**config.mk**
```make
export PLATFORM = sky130hd
export DESIGN_NAME = ordered_dither_pixel_packer_core_flat
export DESIGN_NICKNAME = d
export VERILOG_FILES = /design/src/hdl/odpp_pkg.sv /design/src/hdl/odpp_pixel_if.sv /design/src/hdl/odpp_result_if.sv /design/src/hdl/odpp_cfg_if.sv /design/src/hdl/ordered_dither_pixel_packer_core.sv /design/src/flat_wrapper.sv
export SDC_FILE = /design/constraint.sdc
export NUM_CORES = 1
export LEC_CHECK = 0
export ABC_AREA = 0
export BUFFER_PORTS_ARGS = -buffer_cell sky130_fd_sc_hd__buf_4
export CAP_MARGIN = 20
export CORE_UTILIZATION = 38
export CTS_BUF_LIST = sky130_fd_sc_hd__clkbuf_4 sky130_fd_sc_hd__clkbuf_8
export DETAILED_ROUTE_END_ITERATION = 12
export SETUP_SLACK_MARGIN = 0.15
export SLEW_MARGIN = 15
export SYNTH_ARGS = -nofsm -noshare
export SYNTH_HDL_FRONTEND = slang
export SYNTH_SLANG_ARGS = --single-unit
```
**constraint.sdc**
```tcl
create_clock -name clk -period 24.2 [get_ports clk]
set_input_delay 1.21 -clock clk [delete_from_list [all_inputs] [get_ports clk]]
set_output_delay 1.21 -clock clk [all_outputs]
set_load 0.01 [all_outputs]
```
**src/hdl/odpp_pkg.sv**
```systemverilog
package odpp_pkg;

  // field widths
  localparam int ColumnBits      = 12;
  localparam int ValueBits       = 21;
  localparam int FormatBits      = 5;
  localparam int RegionWidthBits = 13;
  localparam int PackedBits      = 32;
  localparam int BytesBits       = 3;
  localparam int ChanMaxBits     = 8;
  localparam int ShiftBits       = 5;
  localparam int ThreshBits      = 5;
  localparam int FixBits         = 17;
  localparam int NumChans        = 4;

  // configuration port
  localparam int CfgIndexBits = 2;
  localparam int CfgDataBits  = 13;
  localparam logic [CfgIndexBits-1:0] CfgPixelFormat  = 2'd0;
  localparam logic [CfgIndexBits-1:0] CfgDitherEnable = 2'd1;
  localparam logic [CfgIndexBits-1:0] CfgRegionWidth  = 2'd2;

  // default for the widest destination rectangle
  localparam int MaxWidthDefault = 4096;

  // 1.0 in the channel fixed-point format
  localparam logic [FixBits-1:0] FixOne = 17'h10000;

  // output format codes
  localparam logic [FormatBits-1:0] FmtRgb888   = 5'd20;
  localparam logic [FormatBits-1:0] FmtArgb8888 = 5'd21;
  localparam logic [FormatBits-1:0] FmtXrgb8888 = 5'd22;
  localparam logic [FormatBits-1:0] FmtRgb565   = 5'd23;
  localparam logic [FormatBits-1:0] FmtXrgb1555 = 5'd24;
  localparam logic [FormatBits-1:0] FmtArgb1555 = 5'd25;
  localparam logic [FormatBits-1:0] FmtArgb4444 = 5'd26;

  // reset values of the registers
  localparam logic [FormatBits-1:0]      PixelFormatReset = FmtArgb8888;
  localparam logic [RegionWidthBits-1:0] RegionWidthReset = 13'd1;

  // half bias when dither is off
  localparam logic [ThreshBits-1:0] HalfThresh = 5'd16;

  // 4x4 ordered threshold, indexed [row mod 4][scan column mod 4], in 32nds
  localparam logic [ThreshBits-1:0] BayerThresh [4][4] = '{
    '{5'd31, 5'd15, 5'd27, 5'd11},
    '{5'd7,  5'd23, 5'd3,  5'd19},
    '{5'd25, 5'd9,  5'd29, 5'd13},
    '{5'd1,  5'd17, 5'd5,  5'd21}
  };

  typedef logic signed [ValueBits-1:0] chan_value_t;

  // one accepted pixel
  typedef struct packed {
    logic [ColumnBits-1:0] column;
    logic [ColumnBits-1:0] row;
    chan_value_t           red_value;
    chan_value_t           green_value;
    chan_value_t           blue_value;
    chan_value_t           alpha_value;
  } pixel_t;

  // layout of one channel in the packed word
  typedef struct packed {
    logic [ChanMaxBits-1:0] maxv;
    logic [ShiftBits-1:0]   shift;
  } chan_fmt_t;

  // layout of a whole format; chan order red, green, blue, alpha
  typedef struct packed {
    logic                       known;
    logic [BytesBits-1:0]       bytes;
    chan_fmt_t [NumChans-1:0]   chan;
  } fmt_info_t;

  function automatic chan_fmt_t chan_fmt(input int maxv, input int shift);
    chan_fmt_t cf;
    cf.maxv  = ChanMaxBits'(maxv);
    cf.shift = ShiftBits'(shift);
    return cf;
  endfunction

  function automatic fmt_info_t format_info(input logic [FormatBits-1:0] code);
    fmt_info_t fi;
    fi = '0;
    fi.known = 1'b1;
    case (code)
      FmtRgb888: begin
        fi.bytes = 3'd3;
        fi.chan  = {chan_fmt(0, 0), chan_fmt(255, 0), chan_fmt(255, 8), chan_fmt(255, 16)};
      end
      FmtArgb8888: begin
        fi.bytes = 3'd4;
        fi.chan  = {chan_fmt(255, 24), chan_fmt(255, 0), chan_fmt(255, 8),
                    chan_fmt(255, 16)};
      end
      FmtXrgb8888: begin
        fi.bytes = 3'd4;
        fi.chan  = {chan_fmt(0, 0), chan_fmt(255, 0), chan_fmt(255, 8), chan_fmt(255, 16)};
      end
      FmtRgb565: begin
        fi.bytes = 3'd2;
        fi.chan  = {chan_fmt(0, 0), chan_fmt(31, 0), chan_fmt(63, 5), chan_fmt(31, 11)};
      end
      FmtXrgb1555: begin
        fi.bytes = 3'd2;
        fi.chan  = {chan_fmt(0, 0), chan_fmt(31, 0), chan_fmt(31, 5), chan_fmt(31, 10)};
      end
      FmtArgb1555: begin
        fi.bytes = 3'd2;
        fi.chan  = {chan_fmt(1, 15), chan_fmt(31, 0), chan_fmt(31, 5), chan_fmt(31, 10)};
      end
      FmtArgb4444: begin
        fi.bytes = 3'd2;
        fi.chan  = {chan_fmt(15, 12), chan_fmt(15, 0), chan_fmt(15, 4), chan_fmt(15, 8)};
      end
      default: begin
        fi = '0;
      end
    endcase
    return fi;
  endfunction

endpackage

```
**src/hdl/odpp_pixel_if.sv**
```systemverilog
interface odpp_pixel_if;
  import odpp_pkg::*;

  logic                  valid;
  logic                  ready;
  logic [ColumnBits-1:0] column;
  logic [ColumnBits-1:0] row;
  chan_value_t           red_value;
  chan_value_t           green_value;
  chan_value_t           blue_value;
  chan_value_t           alpha_value;

  modport source (
    output valid, column, row, red_value, green_value, blue_value, alpha_value,
    input  ready
  );

  modport sink (
    input  valid, column, row, red_value, green_value, blue_value, alpha_value,
    output ready
  );

endinterface

```
**src/hdl/odpp_result_if.sv**
```systemverilog
interface odpp_result_if;
  import odpp_pkg::*;

  logic                  valid;
  logic                  ready;
  logic [PackedBits-1:0] packed_pixel;
  logic [BytesBits-1:0]  pixel_bytes;

  modport source (
    output valid, packed_pixel, pixel_bytes,
    input  ready
  );

  modport sink (
    input  valid, packed_pixel, pixel_bytes,
    output ready
  );

endinterface

```
**src/hdl/odpp_cfg_if.sv**
```systemverilog
interface odpp_cfg_if;
  import odpp_pkg::*;

  logic                    valid;
  logic                    ready;
  logic [CfgIndexBits-1:0] index;
  logic [CfgDataBits-1:0]  data;

  modport source (
    output valid, index, data,
    input  ready
  );

  modport sink (
    input  valid, index, data,
    output ready
  );

endinterface

```
**src/hdl/ordered_dither_pixel_packer_core.sv**
```systemverilog
// Ordered-dither pixel packer.
// pixel:  one request per pixel: column and row in the destination rectangle
//         and four signed fixed-point channels (65536 is 1.0).
// result: one request per pixel: the packed format word and its byte count
//         (zero word and zero bytes for an unknown format code).
// cfg:    register writes (0 pixel_format, 1 dither_enable, 2 region_width),
//         always ready; write only while no pixel is in flight.
// Two register stages: an input register, then the result register with the
// quantize, dither and pack logic between them. Throughput is one pixel per
// cycle while result is not stalled, set by the single quantize stage with one
// small multiplier per channel.
// When result is stalled the pipeline holds; pixel.ready stays high while
// an empty stage remains, so up to two pixels are held during a stall.
// Reset empties both stages and loads format ARGB8888, dither off and
// region width 1.
module ordered_dither_pixel_packer_core #(
  parameter int MAX_WIDTH = odpp_pkg::MaxWidthDefault
) (
  input  logic          clk,
  input  logic          rst,
  odpp_cfg_if.sink      cfg,
  odpp_pixel_if.sink    pixel,
  odpp_result_if.source result
);
  import odpp_pkg::*;

  localparam int MaxWidthBits = $clog2(MAX_WIDTH + 1);
  localparam int CmpBits = (MaxWidthBits > RegionWidthBits) ? MaxWidthBits : RegionWidthBits;
  localparam logic [CmpBits-1:0] MaxWidthCmp = CmpBits'(MAX_WIDTH);
  localparam logic [1:0] MaxWidthLow = 2'(MAX_WIDTH % 4);

  // configuration registers
  logic [FormatBits-1:0]      pixel_format;
  logic                       dither_enable;
  logic [RegionWidthBits-1:0] region_width;

  // pipeline registers
  logic                  stage_valid;
  pixel_t                stage;
  logic                  out_valid;
  logic [PackedBits-1:0] out_packed;
  logic [BytesBits-1:0]  out_bytes;

  logic                  out_take;
  logic                  stage_take;
  logic [1:0]            width_low;
  logic [1:0]            scan;
  logic [ThreshBits-1:0] thresh;
  fmt_info_t             fmt;
  chan_value_t           chan_val [NumChans];
  logic [PackedBits-1:0] packed_next;

  // clamp to 0..1, scale by the channel maximum, add the threshold, floor
  function automatic logic [ChanMaxBits-1:0] quantize(
    input chan_value_t           raw,
    input logic [ChanMaxBits-1:0] maxv,
    input logic [ThreshBits-1:0]  thr
  );
    logic [FixBits-1:0]                 v;
    logic [FixBits+ChanMaxBits-1:0]     acc;
    logic [ChanMaxBits:0]               q;
    if (raw[ValueBits-1]) begin
      v = '0;
    end else if (raw[ValueBits-2:0] > (ValueBits-1)'(FixOne)) begin
      v = FixOne;
    end else begin
      v = raw[FixBits-1:0];
    end
    acc = (FixBits+ChanMaxBits)'(v) * (FixBits+ChanMaxBits)'(maxv)
        + (FixBits+ChanMaxBits)'({thr, 11'b0});
    q = acc[FixBits+ChanMaxBits-1:FixBits-1];
    return (q > {1'b0, maxv}) ? maxv : q[ChanMaxBits-1:0];
  endfunction

  // configuration writes
  assign cfg.ready = 1'b1;

  always_ff @(posedge clk) begin
    if (rst) begin
      pixel_format  <= PixelFormatReset;
      dither_enable <= 1'b0;
      region_width  <= RegionWidthReset;
    end else if (cfg.valid) begin
      case (cfg.index)
        CfgPixelFormat:  pixel_format  <= cfg.data[FormatBits-1:0];
        CfgDitherEnable: dither_enable <= cfg.data[0];
        CfgRegionWidth:  region_width  <= cfg.data[RegionWidthBits-1:0];
        default: ;
      endcase
    end
  end

  // pipeline flow control
  assign out_take    = !out_valid || result.ready;
  assign stage_take  = !stage_valid || out_take;
  assign pixel.ready = stage_take;

  // input register
  always_ff @(posedge clk) begin
    if (rst) begin
      stage_valid <= 1'b0;
    end else if (stage_take) begin
      stage_valid <= pixel.valid;
    end
  end

  always_ff @(posedge clk) begin
    if (stage_take && pixel.valid) begin
      stage.column      <= pixel.column;
      stage.row         <= pixel.row;
      stage.red_value   <= pixel.red_value;
      stage.green_value <= pixel.green_value;
      stage.blue_value  <= pixel.blue_value;
      stage.alpha_value <= pixel.alpha_value;
    end
  end

  // low bits of the effective region width, clamped to 1..MAX_WIDTH
  always_comb begin
    if (region_width == '0) begin
      width_low = 2'd1;
    end else if (CmpBits'(region_width) > MaxWidthCmp) begin
      width_low = MaxWidthLow;
    end else begin
      width_low = region_width[1:0];
    end
  end

  // dither threshold, scan column mirrored on odd rows
  always_comb begin
    scan   = stage.row[0] ? (width_low - 2'd1 - stage.column[1:0]) : stage.column[1:0];
    thresh = dither_enable ? BayerThresh[stage.row[1:0]][scan] : HalfThresh;
  end

  // quantize and pack
  always_comb begin
    fmt         = format_info(pixel_format);
    chan_val[0] = stage.red_value;
    chan_val[1] = stage.green_value;
    chan_val[2] = stage.blue_value;
    chan_val[3] = stage.alpha_value;
    packed_next = '0;
    for (int c = 0; c < NumChans; c++) begin
      packed_next = packed_next
                  | (PackedBits'(quantize(chan_val[c], fmt.chan[c].maxv, thresh))
                     << fmt.chan[c].shift);
    end
    if (!fmt.known) begin
      packed_next = '0;
    end
  end

  // result register
  always_ff @(posedge clk) begin
    if (rst) begin
      out_valid <= 1'b0;
    end else if (out_take) begin
      out_valid <= stage_valid;
    end
  end

  always_ff @(posedge clk) begin
    if (out_take && stage_valid) begin
      out_packed <= packed_next;
      out_bytes  <= fmt.bytes;
    end
  end

  assign result.valid        = out_valid;
  assign result.packed_pixel = out_packed;
  assign result.pixel_bytes  = out_bytes;

endmodule

```
**src/flat_wrapper.sv**
```systemverilog
// flat-port wrapper written by rule: the top's interface ports become plain ports
module ordered_dither_pixel_packer_core_flat import odpp_pkg::*;
#(
  parameter int MAX_WIDTH = odpp_pkg::MaxWidthDefault
)
  (clk, rst, cfg_valid, cfg_index, cfg_data, cfg_ready, pixel_valid, pixel_column, pixel_row, pixel_red_value, pixel_green_value, pixel_blue_value, pixel_alpha_value, pixel_ready, result_valid, result_packed_pixel, result_pixel_bytes, result_ready);
  odpp_cfg_if cfg_i ();
  odpp_pixel_if pixel_i ();
  odpp_result_if result_i ();
  input  logic clk;
  input  logic rst;
  input wire logic [$bits(cfg_i.valid)-1:0] cfg_valid;
  input wire logic [$bits(cfg_i.index)-1:0] cfg_index;
  input wire logic [$bits(cfg_i.data)-1:0] cfg_data;
  output wire logic [$bits(cfg_i.ready)-1:0] cfg_ready;
  input wire logic [$bits(pixel_i.valid)-1:0] pixel_valid;
  input wire logic [$bits(pixel_i.column)-1:0] pixel_column;
  input wire logic [$bits(pixel_i.row)-1:0] pixel_row;
  input wire logic [$bits(pixel_i.red_value)-1:0] pixel_red_value;
  input wire logic [$bits(pixel_i.green_value)-1:0] pixel_green_value;
  input wire logic [$bits(pixel_i.blue_value)-1:0] pixel_blue_value;
  input wire logic [$bits(pixel_i.alpha_value)-1:0] pixel_alpha_value;
  output wire logic [$bits(pixel_i.ready)-1:0] pixel_ready;
  output wire logic [$bits(result_i.valid)-1:0] result_valid;
  output wire logic [$bits(result_i.packed_pixel)-1:0] result_packed_pixel;
  output wire logic [$bits(result_i.pixel_bytes)-1:0] result_pixel_bytes;
  input wire logic [$bits(result_i.ready)-1:0] result_ready;
  assign cfg_i.valid = cfg_valid;
  assign cfg_i.index = cfg_index;
  assign cfg_i.data = cfg_data;
  assign cfg_ready = cfg_i.ready;
  assign pixel_i.valid = pixel_valid;
  assign pixel_i.column = pixel_column;
  assign pixel_i.row = pixel_row;
  assign pixel_i.red_value = pixel_red_value;
  assign pixel_i.green_value = pixel_green_value;
  assign pixel_i.blue_value = pixel_blue_value;
  assign pixel_i.alpha_value = pixel_alpha_value;
  assign pixel_ready = pixel_i.ready;
  assign result_valid = result_i.valid;
  assign result_packed_pixel = result_i.packed_pixel;
  assign result_pixel_bytes = result_i.pixel_bytes;
  assign result_i.ready = result_ready;
  ordered_dither_pixel_packer_core #(.MAX_WIDTH(MAX_WIDTH)) u_core (.clk(clk), .rst(rst), .cfg(cfg_i), .pixel(pixel_i), .result(result_i));
endmodule
```
After elaboration in Yosys (flattened, before gate mapping)
Cells that the tools add are included.
{"block": "totals", "input_bits": 128, "out_inout_bits": 38, "reg_bits": 144}
{"block": "classes", "muxes": 24, "n_eq_ne": 9, "mul": 4, "order_cmp": 11, "add_sub_neg": 6, "n_reduce_logical": 12, "n_shift": 4, "n_bitwise": 5}
{"operator": "case mux 55 bit (7 select lines)", "count": 1}
{"operator": "2-to-1 mux 17 bit", "count": 8}
{"operator": "left shift 8 x 5 -> 32 bit", "count": 4}
{"operator": "adder 25 x 16 -> 25 bit", "count": 4}
{"operator": "multiplier 17 x 8 -> 25 bit", "count": 4}
{"operator": "OR 32 bit", "count": 3}
{"operator": "greater-than comparator 20 x 17 -> 1 bit, second input constant", "count": 4}
{"operator": "binary-select mux 20 bit (select 2 bit)", "count": 1}
{"operator": "2-to-1 mux 20 bit", "count": 2}
{"operator": "greater-than comparator 9 x 8 -> 1 bit", "count": 4}
{"operator": "== test 5 bit, second input constant", "count": 7}
{"operator": "2-to-1 mux 8 bit", "count": 4}
{"operator": "2-to-1 mux 5 bit", "count": 3}
{"operator": "greater-than comparator 13 bit, second input constant", "count": 1}
{"operator": "zero test 13 bit", "count": 1}
{"operator": "binary-select mux 5 bit (select 2 bit)", "count": 1}
{"operator": "OR reduction 7 bit", "count": 1}
{"operator": "greater-or-equal comparator 3 bit, second input constant", "count": 2}
{"operator": "2-to-1 mux 2 bit", "count": 3}
{"operator": "inverter 2 -> 3 bit", "count": 2}
{"operator": "AND reduction 2 bit", "count": 3}
{"operator": "== test 2 x 1 -> 1 bit, second input constant", "count": 1}
{"operator": "== test 2 bit, second input constant", "count": 1}
{"operator": "logical AND 1 bit", "count": 2}
{"operator": "other kinds (6)", "count": 8}

Longest topological paths before layout
{"block": "depth", "ltp_word": 18, "ltp_mapped": 37}

Worst setup path before layout
No wires, ideal clock.
{"block": "synth_path", "kind": "reg-to-reg", "start": "register u_core.pixel_format[1]", "end": "register u_core.out_packed[14], in the netlist u_core.result.packed_pixel[14] (data pin)", "required_time_ps": 23937, "path_slack_ps": 16266, "setup_time_ps": 263, "period_less_slack_ps": 7934, "arrival_time_ps": 7671, "path_stages_with_launch": 32, "cell_sequence": "dfxtp_1 buf_2 or4b_2 buf_2 nand2_1 inv_2 buf_1 nor2_1 fa_1 fa_1 fa_1 inv_1 fa_1 inv_1 ha_1 and4_4 and3_1 a31oi_4 a41oi_1 nor4_1 a311oi_1 inv_1 ha_1 a21o_1 a21o_1 a211oi_1 o21ai_0 nor2b_1 mux2_4 mux2i_1 a31oi_1 a2111o_1"}
{"block": "synth_between", "elab_chain_cells": 10, "word_cells_on_any_way": 33}
{"element": "from (decl)", "line_no": "ordered_dither_pixel_packer_core.sv:33", "source": "logic [FormatBits-1:0] pixel_format;"}
{"element": "from (signal assigned)", "line_no": "ordered_dither_pixel_packer_core.sv:80", "source": "pixel_format <= PixelFormatReset;"}
{"element": "from (signal assigned)", "line_no": "ordered_dither_pixel_packer_core.sv:85", "source": "CfgPixelFormat: pixel_format <= cfg.data[FormatBits-1:0];"}
{"element": "== test 5 bit", "line_no": "odpp_pkg.sv:89", "source": "case (code)"}
{"element": "case mux 55 bit (7 select lines)", "line_no": "odpp_pkg.sv:89"}
{"element": "multiplier 17 x 8 -> 25 bit", "line_no": "ordered_dither_pixel_packer_core.sv:69", "source": "acc = (FixBits+ChanMaxBits)'(v) * (FixBits+ChanMaxBits)'(maxv)"}
{"element": "adder 25 x 16 -> 25 bit", "line_no": "ordered_dither_pixel_packer_core.sv:70", "source": "+ (FixBits+ChanMaxBits)'({thr, 11'b0});"}
{"element": "greater-than comparator 9 x 8 -> 1 bit", "line_no": "ordered_dither_pixel_packer_core.sv:72", "source": "return (q > {1'b0, maxv}) ? maxv : q[ChanMaxBits-1:0];"}
{"element": "2-to-1 mux 8 bit", "line_no": "ordered_dither_pixel_packer_core.sv:72"}
{"element": "left shift 8 x 5 -> 32 bit", "line_no": "ordered_dither_pixel_packer_core.sv:145", "source": "| (PackedBits'(quantize(chan_val[c], fmt.chan[c].maxv, thresh))"}
{"element": "OR 32 bit (3 in series)", "line_no": "ordered_dither_pixel_packer_core.sv:145"}
{"element": "to (signal assigned)", "line_no": "ordered_dither_pixel_packer_core.sv:164", "source": "out_packed <= packed_next;"}
{"element": "to (decl)", "line_no": "ordered_dither_pixel_packer_core.sv:41", "source": "logic [PackedBits-1:0] out_packed;"}
Parallel ways exist; a longest one is shown, timed or not.
A chain may end at the register's enable or synchronous reset.

Final worst setup path
{"block": "layout_path", "start": "register u_core.pixel_format[2]", "end": "register u_core.out_packed[13], in the netlist u_core.result.packed_pixel[13] (data pin)"}
Same word-level chain as after synthesis.

==> results_dict.tcl <==
set metrics [dict create \
    status "finished, final reports clean" \
    htree_levels 4 \
    power.internal_uw 533 \
    clock_latency_ns 0.53 \
    cts_tree "built" \
    netlist_area_mm2 0.0218 \
    clkPwrFrac 0.292 \
    grt_util_all_layers 0.184 \
    synth_cell_types 93 \
    dieArea_mm2 0.0584 \
    overflow 0 \
    crit_path_end_kind "flop" \
    totalWireLength_um 51100 \
    nFillCells 5457 \
    cp-start-kind "flop" \
    final_cell_area_mm2 0.0243 \
    required_ns 24.43 \
    avgSynthCellArea_um2 9.80 \
    place_congestion 0.883 \
    clock.fmax_mhz 95.4 \
    syn-num-nets 2965 \
    swShare 0.345 \
    yosysWarnings 0 \
    clock-root-buffer "clkbuf_8" \
    arrival_ns 10.71 \
    dp_hpwl_um 42900 \
    rsz0062_at_grt "false" \
    period_share 0.433 \
    drive_gt1_frac 0.0977 \
    start_util 0.386 \
    slew_headroom 0.319 \
    skew_ns 0.0146 \
    drt-initial-drc-count 907 \
    fin_ws_ns 13.71 \
    pwr-share-seq 0.380 \
    ir_drop_mv 0.0371 \
    tightest_slew_ns 1.02 \
    crit_fanout 19 \
    p_sw_uw 280 \
    numPortBuffers 144 \
    rows 87 \
    fp.dieH_um 242 \
    postCtsSetupBuffers 0 \
    drv_slew 0 \
    p_leak_nw 12.6 \
    synthTopCellsByArea "fa_1 (33%), edfxtp_1 (17%), ha_1 (14%), inv_1 (9.3%), nand2_1 (2.8%)" \
    via_per_inst 4.99 \
    synth_edf_count 123 \
    grt_max_degree 89 \
    period_needed_ns 10.49 \
    vias 15600 \
    finalSetupViolCount 0 \
    cts_resized 0 \
    cts_sinks 144 \
    dpl-instance-area_mm2 0.0238 \
    nets 3087 \
    min_path_type "flop to flop" \
    firstDrtPassIters 5 \
    ys_async_sr_fraction 0 \
    ys_ff_latch 144 \
    cts_made_buffers 17 \
    grt_pass1_vias 16900 \
    hold_violations 0 \
    syn_to_final_growth_pct 11.2 \
    wire_per_inst_um 16.4 \
    synthCells 2229 \
    postRouteAntennaNets 0 \
    grt_pass1_wl_um 85300 \
    synth_top_cell_area_share 0.330 \
    post-place-ws_ns 13.83 \
    yosysTopAreaCell "fa_1" \
    ios 166 \
    crit_top_cell "fa_1" \
    hold_buffers 0 \
    dieWidth_um 242 \
    combPwrFrac 0.329 \
    final_core_util 0.429 \
    slowest_stage "a2111oi_0" \
    synth.yosys.seq_area_share 0.188 \
    ctsLongestPathBuffers 2 \
    setup-tns-final_ns 0 \
    coreArea_mm2 0.0566 \
    slowest_delay_ns 0.68 \
    drc 0 \
    n_antenna_cell 0 \
    crit_type "flop to flop" \
    p_per_area_mw_per_mm2 33.5 \
    clk_pin_slew_ns 0.08 \
    ys.flop_type "edfxtp_1" \
    maxCapViolations 0 \
    antenna_found_initial 0 \
]
==> worst max-delay path: cells and delay by family, from the launching register on <==
kind            cells  cell delay [ns]
flops               1             0.44
fa+ha+maj           6             2.53
xor+xnor            1             0.38
simple gates        6             2.40
compound gates     11             3.40
buf+inv             4             0.98
==> metal layers <==
metal	wire length [µm]	vias up	track usage
met3	1900	53	0.0205
met2	26100	299	0.327
met1	22300	7814	0.235
li1	-	7390	-
met5	0	-	0
met4	879	0	0.0506
==> metrics by stage <==
| stage | hold WS, ns | power, mW | std cells |
|---|---|---|---|
| after floorplan | 0.436 | 0.488 | 2229 |
| after global placement | 0.445 | 0.572 | 3085 |
| after detailed placement | 0.449 | 0.580 | 3086 |
| after CTS | 0.461 | 0.821 | 3118 |
| after global routing | 0.487 | 0.863 | 3120 |
| final | 0.461 | 0.813 | 3120 |
==> path summary, 6_finish.rpt <==
check | startpoint | endpoint | slack (ns) | cells past startpoint
max | u_core.pixel_format[2]$_SDFFE_PP1P_ | u_core.result.packed_pixel[13]$_SDFFCE_PN0P_ | 13.71 | 28
min | u_core.region_width[7]$_SDFFE_PP0P_ | u_core.region_width[7]$_SDFFE_PP0P_ | 0.46 | 2
max reg2reg | u_core.pixel_format[2]$_SDFFE_PP1P_ | u_core.result.packed_pixel[13]$_SDFFCE_PN0P_ | 13.71 | 28
min reg2reg | u_core.region_width[7]$_SDFFE_PP0P_ | u_core.region_width[7]$_SDFFE_PP0P_ | 0.46 | 2
==> power groups by stage <==
stage,Combinational (mW),Clock [mW],Sequential [mW]
3_5_place_dp,0.264,0,0.315
3_3_place_gp,0.257,0,0.315
4_1_cts,0.267,0.244,0.310
6_report,0.267,0.237,0.309
5_1_grt,0.302,0.250,0.311
2_1_floorplan,0.180,0,0.308
==> state kept, by name, summed over array words and instances (netlist names) <==
name                        count
u_core.stage                    4
u_core.pixel_format             5
u_core.stage_valid              1
u_core.result.packed_pixel     32
u_core.dither_enable            1
u_core.region_width            13
u_core.chan_val                84
u_core.result.pixel_bytes       3
u_core.result.valid             1
==> cells in the mapped netlist, types with 17 or more instances <==
cell type  instances
a21oi_1           82
and2_1            60
and3_1            28
clkbuf_1          40
dfxtp_1           21
edfxtp_1         123
fa_1             360
ha_1             248
inv_1            541
nand2_1          161
nand3_1           66
nand4_1           19
nor2_1           106
nor3_1            25
nor4_1            17
o21ai_0           45
xnor2_1           41
==> cell usage in the layout, fill, tap and decap left out, drive strengths merged, types with 9 or more instances in the layout <==
master / n
edfxtp: 123
o211ai: 11
ha: 248
xor2: 14
nand3: 66
nand2: 161
buf: 159
xnor2: 42
nand4: 19
fa: 360
o21ai: 47
nand2b: 9
dfxtp: 21
nor3: 26
inv: 542
and2: 60
and3: 31
a21o: 13
a31oi: 13
nor4: 18
nor2: 108
clkbuf: 23
nor2b: 14
a21oi: 85
o21a: 14
a211oi: 10
==> cell type report <==
type,count,area [µm²],share of cell area
inverters,543,2040,0.0839
clock inverters,9,181,0.00747
repair buffers,159,1230,0.0505
clock buffers,23,298,0.0123
multi-input cells,1486,15500,0.638
flip-flops and latches,144,4110,0.169
well taps,756,946,0.0389
==> logic make-up after synthesis <==
kind of cell,after synthesis,share of synthesized area
other cells,1,0.000172
buf+inv,599,0.104
compound gates,272,0.0867
flops,144,0.188
xor+xnor,56,0.0228
simple gates,542,0.122
fa+ha+maj,608,0.472
mux,7,0.00344
Power figures use the tool's default switching activity.
